`src/lmf_pkg.sv`:
```
`default_nettype none

package lmf_pkg;

    localparam logic [3:0] MODE_NONE       = 4'd0;
    localparam logic [3:0] MODE_DISC       = 4'd1;
    localparam logic [3:0] MODE_DISC_OPEN  = 4'd5;
    localparam logic [3:0] MODE_LOWER_ALPH = 4'd7;
    localparam logic [3:0] MODE_UPPER_ALPH = 4'd8;
    localparam logic [3:0] MODE_LOWER_ROM  = 4'd9;
    localparam logic [3:0] MODE_UPPER_ROM  = 4'd10;

    localparam logic [31:0] ROMAN_LIMIT = 32'd4000;

    // reciprocals for divide by constant, low estimate corrected by one compare
    localparam logic [31:0] RECIP_DEC   = 32'd3435973836;
    localparam logic [31:0] RECIP_ALPHA = 32'd2643056797;
    localparam logic [5:0]  BASE_DEC    = 6'd10;
    localparam logic [5:0]  BASE_ALPHA  = 6'd26;

    localparam int BUF_DEPTH = 17;
    localparam int BUF_AW    = $clog2(BUF_DEPTH);

    localparam logic [7:0] CH_ZERO   = 8'h30;
    localparam logic [7:0] CH_LOWER_A = 8'h61;
    localparam logic [7:0] CH_UPPER_A = 8'h41;
    localparam logic [7:0] CH_MINUS  = 8'h2d;
    localparam logic [7:0] CH_DOT    = 8'h2e;
    localparam logic [7:0] CH_SPACE  = 8'h20;
    localparam logic [7:0] CASE_GAP  = 8'h20;
    localparam logic [3:0] ROMAN_LAST = 4'd12;

    typedef enum logic [1:0] {
        KIND_GLYPH = 2'd0,
        KIND_DEC   = 2'd1,
        KIND_ALPHA = 2'd2,
        KIND_ROMAN = 2'd3
    } kind_t;

    typedef struct packed {
        logic [3:0]         mode;
        logic signed [31:0] item_number;
    } in_t;

    typedef struct packed {
        logic [7:0] text_byte;
        logic       last_byte;
    } out_t;

    typedef struct packed {
        kind_t       kind;
        logic        upper;
        logic        neg;
        logic [2:0]  glyph_sel;
        logic [31:0] value;
    } cmd_t;

    function automatic logic [7:0] glyph_byte(input logic [2:0] sel, input logic [1:0] idx);
        logic [7:0] b;
        b = 8'he2;
        case (idx)
            2'd0: b = 8'he2;
            2'd1: begin
                case (sel)
                    3'd0: b = 8'h80;
                    3'd1: b = 8'h97;
                    default: b = 8'h96;
                endcase
            end
            2'd2: begin
                case (sel)
                    3'd0: b = 8'ha2;
                    3'd1: b = 8'ha6;
                    3'd2: b = 8'haa;
                    3'd3: b = 8'hb8;
                    default: b = 8'hbe;
                endcase
            end
            default: b = CH_SPACE;
        endcase
        return b;
    endfunction

    function automatic logic [11:0] rn_value(input logic [3:0] i);
        logic [11:0] v;
        case (i)
            4'd0:  v = 12'd1000;
            4'd1:  v = 12'd900;
            4'd2:  v = 12'd500;
            4'd3:  v = 12'd400;
            4'd4:  v = 12'd100;
            4'd5:  v = 12'd90;
            4'd6:  v = 12'd50;
            4'd7:  v = 12'd40;
            4'd8:  v = 12'd10;
            4'd9:  v = 12'd9;
            4'd10: v = 12'd5;
            4'd11: v = 12'd4;
            default: v = 12'd1;
        endcase
        return v;
    endfunction

    // first letter of the numeral, upper case
    function automatic logic [7:0] rn_first(input logic [3:0] i);
        logic [7:0] c;
        case (i)
            4'd0:  c = "M";
            4'd1:  c = "C";
            4'd2:  c = "D";
            4'd3:  c = "C";
            4'd4:  c = "C";
            4'd5:  c = "X";
            4'd6:  c = "L";
            4'd7:  c = "X";
            4'd8:  c = "X";
            4'd9:  c = "I";
            4'd10: c = "V";
            4'd11: c = "I";
            default: c = "I";
        endcase
        return c;
    endfunction

    function automatic logic [7:0] rn_second(input logic [3:0] i);
        logic [7:0] c;
        case (i)
            4'd1:  c = "M";
            4'd3:  c = "D";
            4'd5:  c = "C";
            4'd7:  c = "L";
            4'd9:  c = "X";
            4'd11: c = "V";
            default: c = "I";
        endcase
        return c;
    endfunction

    function automatic logic rn_two(input logic [3:0] i);
        return i[0];
    endfunction

endpackage

`default_nettype wire

```
`src/lmf_front.sv`:
```
`default_nettype none

module lmf_front (
    input  wire logic         s_valid,
    input  wire lmf_pkg::in_t s_data,
    input  wire logic         q_full,
    output logic              s_ready,
    output logic              push,
    output lmf_pkg::cmd_t     cmd
);

    logic [31:0] raw;
    logic        neg;
    logic        pos;
    logic [3:0]  m;

    assign s_ready = !q_full;

    always_comb begin
        m   = s_data.mode;
        raw = s_data.item_number;
        neg = raw[31];
        pos = !neg && (raw != 32'd0);

        cmd.upper     = (m == lmf_pkg::MODE_UPPER_ALPH) || (m == lmf_pkg::MODE_UPPER_ROM);
        cmd.neg       = 1'b0;
        cmd.glyph_sel = 3'(m - lmf_pkg::MODE_DISC);
        cmd.value     = raw;
        if (m >= lmf_pkg::MODE_DISC && m <= lmf_pkg::MODE_DISC_OPEN) begin
            cmd.kind = lmf_pkg::KIND_GLYPH;
        end else if ((m == lmf_pkg::MODE_LOWER_ALPH || m == lmf_pkg::MODE_UPPER_ALPH) && pos) begin
            cmd.kind = lmf_pkg::KIND_ALPHA;
        end else if ((m == lmf_pkg::MODE_LOWER_ROM || m == lmf_pkg::MODE_UPPER_ROM) && pos &&
                     raw < lmf_pkg::ROMAN_LIMIT) begin
            cmd.kind = lmf_pkg::KIND_ROMAN;
        end else begin
            cmd.kind  = lmf_pkg::KIND_DEC;
            cmd.neg   = neg;
            cmd.value = neg ? (32'd0 - raw) : raw;
        end
    end

    // style none is taken and dropped
    assign push = s_valid && s_ready && (m != lmf_pkg::MODE_NONE);

endmodule

`default_nettype wire

```
`src/lmf_queue.sv`:
```
`default_nettype none

module lmf_queue (
    input  wire logic          aclk,
    input  wire logic          aresetn,
    input  wire logic          push,
    input  wire lmf_pkg::cmd_t push_cmd,
    input  wire logic          pop,
    output logic               full,
    output logic               not_empty,
    output lmf_pkg::cmd_t      head
);

    lmf_pkg::cmd_t entry_reg [2];
    logic          wr_ptr_reg;
    logic          rd_ptr_reg;
    logic [1:0]    count_reg;

    assign full      = (count_reg == 2'd2);
    assign not_empty = (count_reg != 2'd0);
    assign head      = entry_reg[rd_ptr_reg];

    always_ff @(posedge aclk) begin
        if (push) begin
            entry_reg[wr_ptr_reg] <= push_cmd;
        end
    end

    always_ff @(posedge aclk) begin
        if (!aresetn) begin
            wr_ptr_reg <= 1'b0;
            rd_ptr_reg <= 1'b0;
            count_reg  <= 2'd0;
        end else begin
            if (push) begin
                wr_ptr_reg <= !wr_ptr_reg;
            end
            if (pop) begin
                rd_ptr_reg <= !rd_ptr_reg;
            end
            case ({push, pop})
                2'b10:   count_reg <= count_reg + 2'd1;
                2'b01:   count_reg <= count_reg - 2'd1;
                default: count_reg <= count_reg;
            endcase
        end
    end

endmodule

`default_nettype wire

```
`src/lmf_back.sv`:
```
`default_nettype none

module lmf_back (
    input  wire logic          aclk,
    input  wire logic          aresetn,
    input  wire logic          q_not_empty,
    input  wire lmf_pkg::cmd_t q_head,
    output logic               q_pop,
    output logic               m_valid,
    input  wire logic          m_ready,
    output lmf_pkg::out_t      m_data
);

    typedef enum logic [7:0] {
        ST_IDLE  = 8'b0000_0001,
        ST_MUL   = 8'b0000_0010,
        ST_FIX   = 8'b0000_0100,
        ST_ROMAN = 8'b0000_1000,
        ST_SIGN  = 8'b0001_0000,
        ST_BODY  = 8'b0010_0000,
        ST_DOT   = 8'b0100_0000,
        ST_SPACE = 8'b1000_0000
    } state_t;

    localparam int AW = lmf_pkg::BUF_AW;

    state_t             state_reg, state_next;
    lmf_pkg::kind_t     kind_reg, kind_next;
    logic               upper_reg, upper_next;
    logic               neg_reg, neg_next;
    logic [2:0]         sel_reg, sel_next;
    logic [31:0]        x_reg, x_next;
    logic [63:0]        prod_reg;
    logic [AW-1:0]      cnt_reg, cnt_next;
    logic [AW-1:0]      oidx_reg, oidx_next;
    logic [3:0]         rn_idx_reg, rn_idx_next;
    logic               rn_sec_reg, rn_sec_next;
    logic [7:0]         buf_reg [lmf_pkg::BUF_DEPTH];

    logic               out_valid_reg, out_valid_next;
    lmf_pkg::out_t      out_data_reg, out_data_next;

    logic               wr_en;
    logic [7:0]         wr_char;
    logic               slot_free;
    logic               is_dec;
    logic [31:0]        q_est, qd, q_fix;
    logic [31:0]        rem32;
    logic [5:0]         base, r_fix;
    logic [31:0]        rv;
    logic [7:0]         rn_char;
    logic [AW-1:0]      rd_idx;
    logic [7:0]         body_char;

    assign slot_free = !out_valid_reg || m_ready;
    assign is_dec    = (kind_reg == lmf_pkg::KIND_DEC);

    always_ff @(posedge aclk) begin
        prod_reg <= x_reg * (is_dec ? lmf_pkg::RECIP_DEC : lmf_pkg::RECIP_ALPHA);
    end

    always_comb begin
        base  = is_dec ? lmf_pkg::BASE_DEC : lmf_pkg::BASE_ALPHA;
        q_est = is_dec ? 32'(prod_reg[63:35]) : 32'(prod_reg[63:36]);
        qd    = q_est * 32'(base);
        rem32 = x_reg - qd;
        if (rem32[5:0] >= base) begin
            q_fix = q_est + 32'd1;
            r_fix = rem32[5:0] - base;
        end else begin
            q_fix = q_est;
            r_fix = rem32[5:0];
        end

        rv      = 32'(lmf_pkg::rn_value(rn_idx_reg));
        rn_char = rn_sec_reg ? lmf_pkg::rn_second(rn_idx_reg) : lmf_pkg::rn_first(rn_idx_reg);
        if (!upper_reg) begin
            rn_char = rn_char + lmf_pkg::CASE_GAP;
        end

        rd_idx = (kind_reg == lmf_pkg::KIND_ROMAN) ? oidx_reg : (cnt_reg - oidx_reg - AW'(1));
        if (kind_reg == lmf_pkg::KIND_GLYPH) begin
            body_char = lmf_pkg::glyph_byte(sel_reg, oidx_reg[1:0]);
        end else begin
            body_char = buf_reg[rd_idx];
        end
    end

    always_comb begin
        state_next     = state_reg;
        kind_next      = kind_reg;
        upper_next     = upper_reg;
        neg_next       = neg_reg;
        sel_next       = sel_reg;
        x_next         = x_reg;
        cnt_next       = cnt_reg;
        oidx_next      = oidx_reg;
        rn_idx_next    = rn_idx_reg;
        rn_sec_next    = rn_sec_reg;
        q_pop          = 1'b0;
        wr_en          = 1'b0;
        wr_char        = rn_char;
        out_valid_next = out_valid_reg && !m_ready;
        out_data_next  = out_data_reg;

        case (state_reg)
            ST_IDLE: begin
                if (q_not_empty) begin
                    q_pop       = 1'b1;
                    kind_next   = q_head.kind;
                    upper_next  = q_head.upper;
                    neg_next    = q_head.neg;
                    sel_next    = q_head.glyph_sel;
                    cnt_next    = '0;
                    oidx_next   = '0;
                    rn_idx_next = '0;
                    rn_sec_next = 1'b0;
                    case (q_head.kind)
                        lmf_pkg::KIND_GLYPH: begin
                            cnt_next   = AW'(3);
                            state_next = ST_BODY;
                        end
                        lmf_pkg::KIND_ALPHA: begin
                            x_next     = q_head.value - 32'd1;
                            state_next = ST_MUL;
                        end
                        lmf_pkg::KIND_ROMAN: begin
                            x_next     = q_head.value;
                            state_next = ST_ROMAN;
                        end
                        default: begin
                            x_next     = q_head.value;
                            state_next = ST_MUL;
                        end
                    endcase
                end
            end
            ST_MUL: begin
                state_next = ST_FIX;
            end
            ST_FIX: begin
                wr_en    = 1'b1;
                wr_char  = is_dec ? (lmf_pkg::CH_ZERO + 8'(r_fix))
                                  : ((upper_reg ? lmf_pkg::CH_UPPER_A : lmf_pkg::CH_LOWER_A)
                                     + 8'(r_fix));
                cnt_next = cnt_reg + AW'(1);
                if (q_fix != 32'd0) begin
                    x_next     = is_dec ? q_fix : (q_fix - 32'd1);
                    state_next = ST_MUL;
                end else begin
                    state_next = neg_reg ? ST_SIGN : ST_BODY;
                end
            end
            ST_ROMAN: begin
                if (x_reg == 32'd0) begin
                    state_next = ST_BODY;
                end else if (x_reg >= rv) begin
                    wr_en    = 1'b1;
                    cnt_next = cnt_reg + AW'(1);
                    if (lmf_pkg::rn_two(rn_idx_reg) && !rn_sec_reg) begin
                        rn_sec_next = 1'b1;
                    end else begin
                        rn_sec_next = 1'b0;
                        x_next      = x_reg - rv;
                    end
                end else if (rn_idx_reg != lmf_pkg::ROMAN_LAST) begin
                    rn_idx_next = rn_idx_reg + 4'd1;
                end
            end
            ST_SIGN: begin
                if (slot_free) begin
                    out_valid_next = 1'b1;
                    out_data_next  = '{text_byte: lmf_pkg::CH_MINUS, last_byte: 1'b0};
                    state_next     = ST_BODY;
                end
            end
            ST_BODY: begin
                if (slot_free) begin
                    out_valid_next = 1'b1;
                    out_data_next  = '{text_byte: body_char, last_byte: 1'b0};
                    oidx_next      = oidx_reg + AW'(1);
                    if (oidx_reg == cnt_reg - AW'(1)) begin
                        state_next = (kind_reg == lmf_pkg::KIND_GLYPH) ? ST_SPACE : ST_DOT;
                    end
                end
            end
            ST_DOT: begin
                if (slot_free) begin
                    out_valid_next = 1'b1;
                    out_data_next  = '{text_byte: lmf_pkg::CH_DOT, last_byte: 1'b0};
                    state_next     = ST_SPACE;
                end
            end
            ST_SPACE: begin
                if (slot_free) begin
                    out_valid_next = 1'b1;
                    out_data_next  = '{text_byte: lmf_pkg::CH_SPACE, last_byte: 1'b1};
                    state_next     = ST_IDLE;
                end
            end
            default: begin
                state_next = ST_IDLE;
            end
        endcase
    end

    always_ff @(posedge aclk) begin
        if (wr_en) begin
            buf_reg[cnt_reg] <= wr_char;
        end
    end

    always_ff @(posedge aclk) begin
        kind_reg     <= kind_next;
        upper_reg    <= upper_next;
        neg_reg      <= neg_next;
        sel_reg      <= sel_next;
        x_reg        <= x_next;
        cnt_reg      <= cnt_next;
        oidx_reg     <= oidx_next;
        rn_idx_reg   <= rn_idx_next;
        rn_sec_reg   <= rn_sec_next;
        out_data_reg <= out_data_next;
    end

    always_ff @(posedge aclk) begin
        if (!aresetn) begin
            state_reg     <= ST_IDLE;
            out_valid_reg <= 1'b0;
        end else begin
            state_reg     <= state_next;
            out_valid_reg <= out_valid_next;
        end
    end

    assign m_valid = out_valid_reg;
    assign m_data  = out_data_reg;

endmodule

`default_nettype wire

```
`src/list_marker_formatter_top.sv`:
```
`default_nettype none

// list marker formatter: takes a list style and a signed 32-bit item number and returns the
// marker text one byte per transaction, last_byte set on the final byte; style none returns
// nothing. A front stage classifies each transaction into a two-entry queue, so up to two
// markers are taken while the back end still spells an earlier one. The back end spells one
// marker at a time, after taking it from the queue in its idle state: each decimal or letter
// digit is a reciprocal multiply into a register, then remainder and correction; a Roman
// numeral writes one letter per step, steps on past skipped table entries and stops when
// the value runs out; the output bytes then go out one at a time, stalling while the receiver
// is not ready. The divide-by-constant unit is shared by decimal and letter digits, and there
// is a single output register.
module list_marker_formatter_top (
    input  wire logic          aclk,
    input  wire logic          aresetn,
    input  wire logic          s_valid,
    output logic               s_ready,
    input  wire lmf_pkg::in_t  s_data,
    output logic               m_valid,
    input  wire logic          m_ready,
    output lmf_pkg::out_t      m_data
);

    logic          q_full;
    logic          q_not_empty;
    logic          q_push;
    logic          q_pop;
    lmf_pkg::cmd_t push_cmd;
    lmf_pkg::cmd_t q_head;

    lmf_front u_front (
        .s_valid (s_valid),
        .s_data  (s_data),
        .q_full  (q_full),
        .s_ready (s_ready),
        .push    (q_push),
        .cmd     (push_cmd)
    );

    lmf_queue u_queue (
        .aclk      (aclk),
        .aresetn   (aresetn),
        .push      (q_push),
        .push_cmd  (push_cmd),
        .pop       (q_pop),
        .full      (q_full),
        .not_empty (q_not_empty),
        .head      (q_head)
    );

    lmf_back u_back (
        .aclk        (aclk),
        .aresetn     (aresetn),
        .q_not_empty (q_not_empty),
        .q_head      (q_head),
        .q_pop       (q_pop),
        .m_valid     (m_valid),
        .m_ready     (m_ready),
        .m_data      (m_data)
    );

endmodule

`default_nettype wire

```
`config.mk`:
```
export PLATFORM = sky130hd
export DESIGN_NAME = list_marker_formatter_top
export DESIGN_NICKNAME = d
export VERILOG_FILES = /design/src/lmf_pkg.sv /design/src/lmf_front.sv /design/src/lmf_queue.sv /design/src/lmf_back.sv /design/src/list_marker_formatter_top.sv
export SDC_FILE = /design/constraint.sdc
export NUM_CORES = 2
export LEC_CHECK = 0
export ABC_AREA = 1
export BUFFER_PORTS_ARGS = -buffer_cell sky130_fd_sc_hd__buf_2
export CORE_MARGIN = 1.5
export CORE_UTILIZATION = 50
export CTS_CLUSTER_DIAMETER = 30
export DETAILED_ROUTE_END_ITERATION = 6
export PLACE_DENSITY = 0.66
export SLEW_MARGIN = 20
export SYNTH_ARGS = -nofsm -noshare
export SYNTH_HDL_FRONTEND = slang
export SYNTH_SLANG_ARGS = --single-unit
```
`constraint.sdc`:
```
create_clock -name aclk -period 7.8 [get_ports aclk]
set_input_delay 0.78 -clock aclk [delete_from_list [all_inputs] [get_ports aclk]]
set_output_delay 0.78 -clock aclk [all_outputs]
set_load 0.01 [all_outputs]
```
## After elaboration in Yosys (flattened, before gate mapping)

Memories as Yosys holds them, arrays and structs flattened. A register that Yosys moved wholly into a read port is not among the register bits.
Cells that the tools add are included.

- Register bits: 140
- Bits in writable memories: 214
- Memory bits (read-only): 240
- Bits of input ports: 40
- Output and inout port bits: 11
- Logic and storage cells: 221
- Memories kept: 4

Memories:

| name | words | bits a word | rd ports | clocked after memory_dff | write ports | RTL line | RTL |
|---|---|---|---|---|---|---|---|
| (no name shown) | 16 | 10 | 1 | 1 | 0 | lmf_pkg.sv:86 | `case (i)` |
| u_back.buf_reg | 17 | 8 | 1 | 0 | 1 | lmf_back.sv:38 | `logic [7:0] buf_reg [lmf_pkg::BUF_DEPTH];` |
| (no name shown) | 16 | 5 | 1 | 1 | 0 | lmf_pkg.sv:107 | `case (i)` |
| u_queue.entry_reg | 2 | 39 | 1 | 1 | 1 | lmf_queue.sv:14 | `lmf_pkg::cmd_t entry_reg [2];` |

- $add $sub $neg: 19
- $mul: 2
- Order comparisons: 5
- Equal/unequal tests: 46
- Multiplexer cells: 85
- Reductions and logical operators: 43

Operators by type and width:

| cell | count |
|---|---|
| $mux W32 | 11 |
| $mux W8 | 14 |
| $pmux W32 S3 | 1 |
| $mul A32 B32 Y64 | 1 |
| $pmux W32 S2 | 1 |
| $pmux W8 S8 | 1 |
| $reduce_bool A32 Y1 | 2 |
| $sub A32 B1 Y32 const B | 2 |
| $mux W9 | 4 |
| $pmux W9 S4 | 1 |
| $mux W5 | 7 |
| $add A32 B1 Y32 const B | 1 |
| $ge A32 B12 Y1 | 1 |
| $logic_not A32 Y1 | 1 |
| $lt A32 B12 Y1 const B | 1 |
| $mul A32 B6 Y6 | 1 |
| $sub A1 B32 Y32 const A | 1 |
| $sub A32 B12 Y32 | 1 |
| $mux W31 | 1 |
| $pmux W5 S6 | 1 |
| $mux W29 | 1 |
| $mux W4 | 6 |
| $pmux W8 S3 | 1 |
| $eq A4 B4 Y1 const B | 5 |
| other kinds (57) | 133 |

## Depth between registers and ports, before layout

- Depth in word-level cells: 10
- Depth in mapped cells: 39
- Mapped depth without buffers: 36

## Hierarchy

Synthesis repeated with hierarchy kept, for this count alone.

- Cells, all modules: 4679
- Area, all modules: 40920.5 sq um

By module, submodules not included:

| module | times used | cells an instance | area an instance (sq um) | sequential area each (sq um) |
|---|---|---|---|---|
| lmf_back | 1 | 4277 | 36600.1 | 7016.7 |
| lmf_queue | 1 | 156 | 3086.7 | 2442.3 |
| lmf_front | 1 | 246 | 1233.7 | 0.0 |

## Worst setup path before layout

OpenSTA, ideal clock, no wires.

- Path type: register to register
- Start point: reg u_back.kind_reg[1]
- End point: reg u_back.prod_reg[61]
- Library setup time: 0.127 ns
- Arrival: 7.044 ns
- Required time: 7.673 ns
- Slack: 0.629 ns
- Stages on the path, launching flop included: 30
- Path buffers: 2
- Clock period less this slack: 7.171 ns
- Cell sequence: edfxtp_1 nor2_2 clkbuf_1 buf_1 nor2_1 fa_1 inv_1 fa_1 fa_1 inv_1 fa_1 inv_1 fa_1 inv_1 fa_1 fa_1 fa_1 ha_1 a21oi_1 inv_1 a31oi_1 o211ai_1 a21oi_1 nand2_1 a21oi_1 o21ai_0 a21o_1 nand2_1 o21ai_0 xor2_1

- Longest elaborated chain between the ends: 3

RTL lines:

| what | RTL line | RTL |
|---|---|---|
| from (decl) | lmf_back.sv:28 | `lmf_pkg::kind_t kind_reg, kind_next;` |
| from (signal assigned) | lmf_back.sv:214 | `kind_reg <= kind_next;` |
| $eq A2 B1 Y1 | lmf_back.sv:56 | `assign is_dec = (kind_reg == lmf_pkg::KIND_DEC);` |
| $mux W31 | lmf_back.sv:59 | `prod_reg <= x_reg * (is_dec ? lmf_pkg::RECIP_DEC : lmf_pkg::RECIP_ALPHA);` |
| $mul A32 B32 Y64 | lmf_back.sv:59 |  |
| to (signal assigned) | lmf_back.sv:59 |  |
| to (decl) | lmf_back.sv:33 | `logic [63:0] prod_reg;` |

No other way between the ends.
A chain may end at the register's enable or synchronous reset.

## Final worst setup path

- Start point: reg u_back.kind_reg[1]
- End point: reg u_back.prod_reg[62]

Same word-level chain as after synthesis.

==> qor.yml <==
outcome:
  status: "finished clean"
flow_run:
  max-cap-violations: 0
min_path:
  hp-start: "s_data[0]"
  hp-class: "primary input to register"
  whs_path_depth: 1
  holdPathEnd: "u_queue.entry_reg[0][0]$_DFFE_PP_"
setup_path:
  rr_endpoint: "u_back.prod_reg[62]$_DFF_P_"
  end_kind: "register"
  worstPathArrival_ps: 8030
  critPathKind: "register to register"
  cp-start-kind: "register"
  slowest_stage: "fa_1"
  cp.required_ps: 8310
  rr_worst_depth: 29
  critPathMaxFanout: 13
  r2r_setup_slack_ps: 280
  cpMostUsedCell: "fa_1"
  worstReg2RegStart: "u_back.kind_reg[1]$_DFFE_PP_"
  max_stage_delay_ps: 570
sta:
  relSlewSlack: 0.284
  hold_violations: 0
  drv_slew: 0
  holdWs_ps: 348
  fin_worst_skew_ps: 72.5
  tightest_slew_ps: 1070
  setup_violations: 0
  period_needed_ps: 7520
  fin_crit_sh: 0.964
  max_freq_mhz: 133
clock_network:
  numCtsBuffers: 77
  htreeDepth: 3
  ctsHoldBuffers: 0
  cts_tree: "yes"
  cts_root_buf: "clkbuf_16"
  clock_latency_ps: 650
  clock-sinks: 334
  clockBufferDepth: 3
  clkSlewWorstSetupHoldPaths_ps: 50
synthesis:
  ys_seq_elements: 334
  synth_cells: 4543
  ys_warn_count: 0
  yosys.area_share.simple: 0.145
  yosysSeqAreaShare: 0.236
  synth_top_family_by_area: "adder cells"
  synth_mux_area_frac: 0.00249
  async_reset_ff_frac: 0
  ys.flop_type: "edfxtp_1"
  synthAdderAreaFrac: 0.395
  syn_area_mm2: 0.0401
  yosys.cell_types.count: 61
  syn_avg_cell_area_um2: 8.83
  synth_xor_area_frac: 0.0233
  synth_edf_count: 277
  synth_compound_area_frac: 0.0859
  synthesis.nets: 5538
finish:
  stdcell_area_mm2: 0.0452
  fin_nets: 5722
  mostFrequentLayoutCells: "inv_1, nand2_1, fa_1"
  layout-drive-gt1-share: 0.0929
  syn_to_final_growth_pct: 12.7
  antenna_cells: 0
  final_util: 0.570
  largest_reg_flops: 136
  mostFrequentLayoutCell: "inv_1"
die:
  start_util: 0.506
  core-area_mm2: 0.0793
  ioPinCount: 51
  row_count: 103
  die_w_um: 286
  dieArea_mm2: 0.0820
  die_h_um: 286
placement:
  numPortBuffers: 50
  placed_area_mm2: 0.0423
  hpwlAfterDp_um: 103000
  gp_congestion: 0.988
drt:
  dr.pass1.iters: 6
  drc: 0
  finalWirelength_um: 121000
  wl_per_cell_um: 20.7
  via_per_inst: 5.38
  drt_iter0_markers: 2621
  num_vias: 31400
  antenna_left: 0
grt:
  grt_max_degree: 75
  grt_pass1_wl_um: 186000
  gr-total-overflow: 0
  grt_pass1_vias: 31800
  antenna_found_initial: 1
  groute.usage.overall: 0.301
[metal layers]
metal	wire length, um	part of all wire	global-route usage	up-vias
met3	8390	0.069	0.0505	256
met4	6220	0.051	0.139	2
met1	50400	0.42	0.398	15200
met5	13	0.00011	0	-
li1	-	-	-	14800
met2	56100	0.46	0.485	1114
[Yosys cell counts (8+ instances only)]
library cell	count	area, um2
o22ai_1	12	75.1
o21ai_2	19	166
a221oi_1	19	166
dfxtp_1	57	1140
clkbuf_1	45	169
edfxtp_1	277	8320
mux2i_1	10	100
o21ai_0	150	751
o211ai_1	26	195
fa_1	518	10400
xor2_1	75	657
a31oi_1	30	188
nand2_1	614	2300
or2_2	33	206
nand3b_1	8	60.1
buf_1	11	41.3
a221o_1	8	80.1
nand4_1	51	319
o21ai_1	40	200
nor4_1	20	125
nor2_2	12	75.1
o221ai_1	11	96.3
nand3_1	159	796
a21oi_1	216	1080
xnor2_1	30	263
nor2_1	404	1520
nand2_2	8	50.1
inv_1	1100	4130
ha_1	437	5470
inv_2	13	48.8
nor3_1	39	195
[how the worst max path moves through the flow]
stage | startpoint | to | cells after the start
floorplan | u_back.kind_reg[1]$_DFFE_PP_ | u_back.prod_reg[61]$_DFF_P_ | 29
global placement | u_back.kind_reg[1]$_DFFE_PP_ | u_back.prod_reg[51]$_DFF_P_ | 25
detailed placement | u_back.kind_reg[1]$_DFFE_PP_ | u_back.prod_reg[51]$_DFF_P_ | 25
CTS | u_back.kind_reg[0]$_DFFE_PP_ | u_back.prod_reg[51]$_DFF_P_ | 27
global route | u_back.kind_reg[1]$_DFFE_PP_ | u_back.prod_reg[59]$_DFF_P_ | 28
finish | u_back.kind_reg[1]$_DFFE_PP_ | u_back.prod_reg[62]$_DFF_P_ | 29
[timing repair]
item                                   CTS  global route
cloned                                   0             0
pin swaps                                1             0
setup buffers                            3             0
resized for setup                        1            35
endpoints found under the hold margin    0             0
setup endpoints to repair                1            14
[worst max-delay path, delay by kind of cell, from the launching register on]
family | cells | cell delay [ps]
adder cells (fa/ha/maj) | 9 | 4360
AND/OR/NAND/NOR | 8 | 860
AO/OA/AOI/OAI | 4 | 930
flip-flops | 1 | 480
buffers and inverters | 8 | 750
[through the flow]
step	cells	setup TNS [ps]	worst slack [ps]
after CTS	5838	0	19.5
after global routing	5838	-4.93	-4.93
after detailed placement	5695	0	37.7
final	5838	0	282
after global placement	5695	-15.0	-15.0
after floorplan	4543	0	629
[kinds of logic after synthesis]
| family | count (synthesis) |
|---|---|
| fa+ha+maj | 955 |
| compound gates | 586 |
| xor+xnor | 106 |
| buf+inv | 1187 |
| simple gates | 1365 |
| mux | 10 |
| flops | 334 |
[cell type report]
cell class / instances / area (um2)
clock buffer: 91 / 2020
timing repair buffer: 176 / 1210
multi-input combinational: 3022 / 26300
inverter: 1116 / 4190
clock inverter: 49 / 683
fill: 7113 / 34100
tap: 1050 / 1310
sequential: 334 / 9460
Power is left out: the tool's default activity adds up to more than one toggle a clock period on the data nets, which glitch-free logic cannot reach.
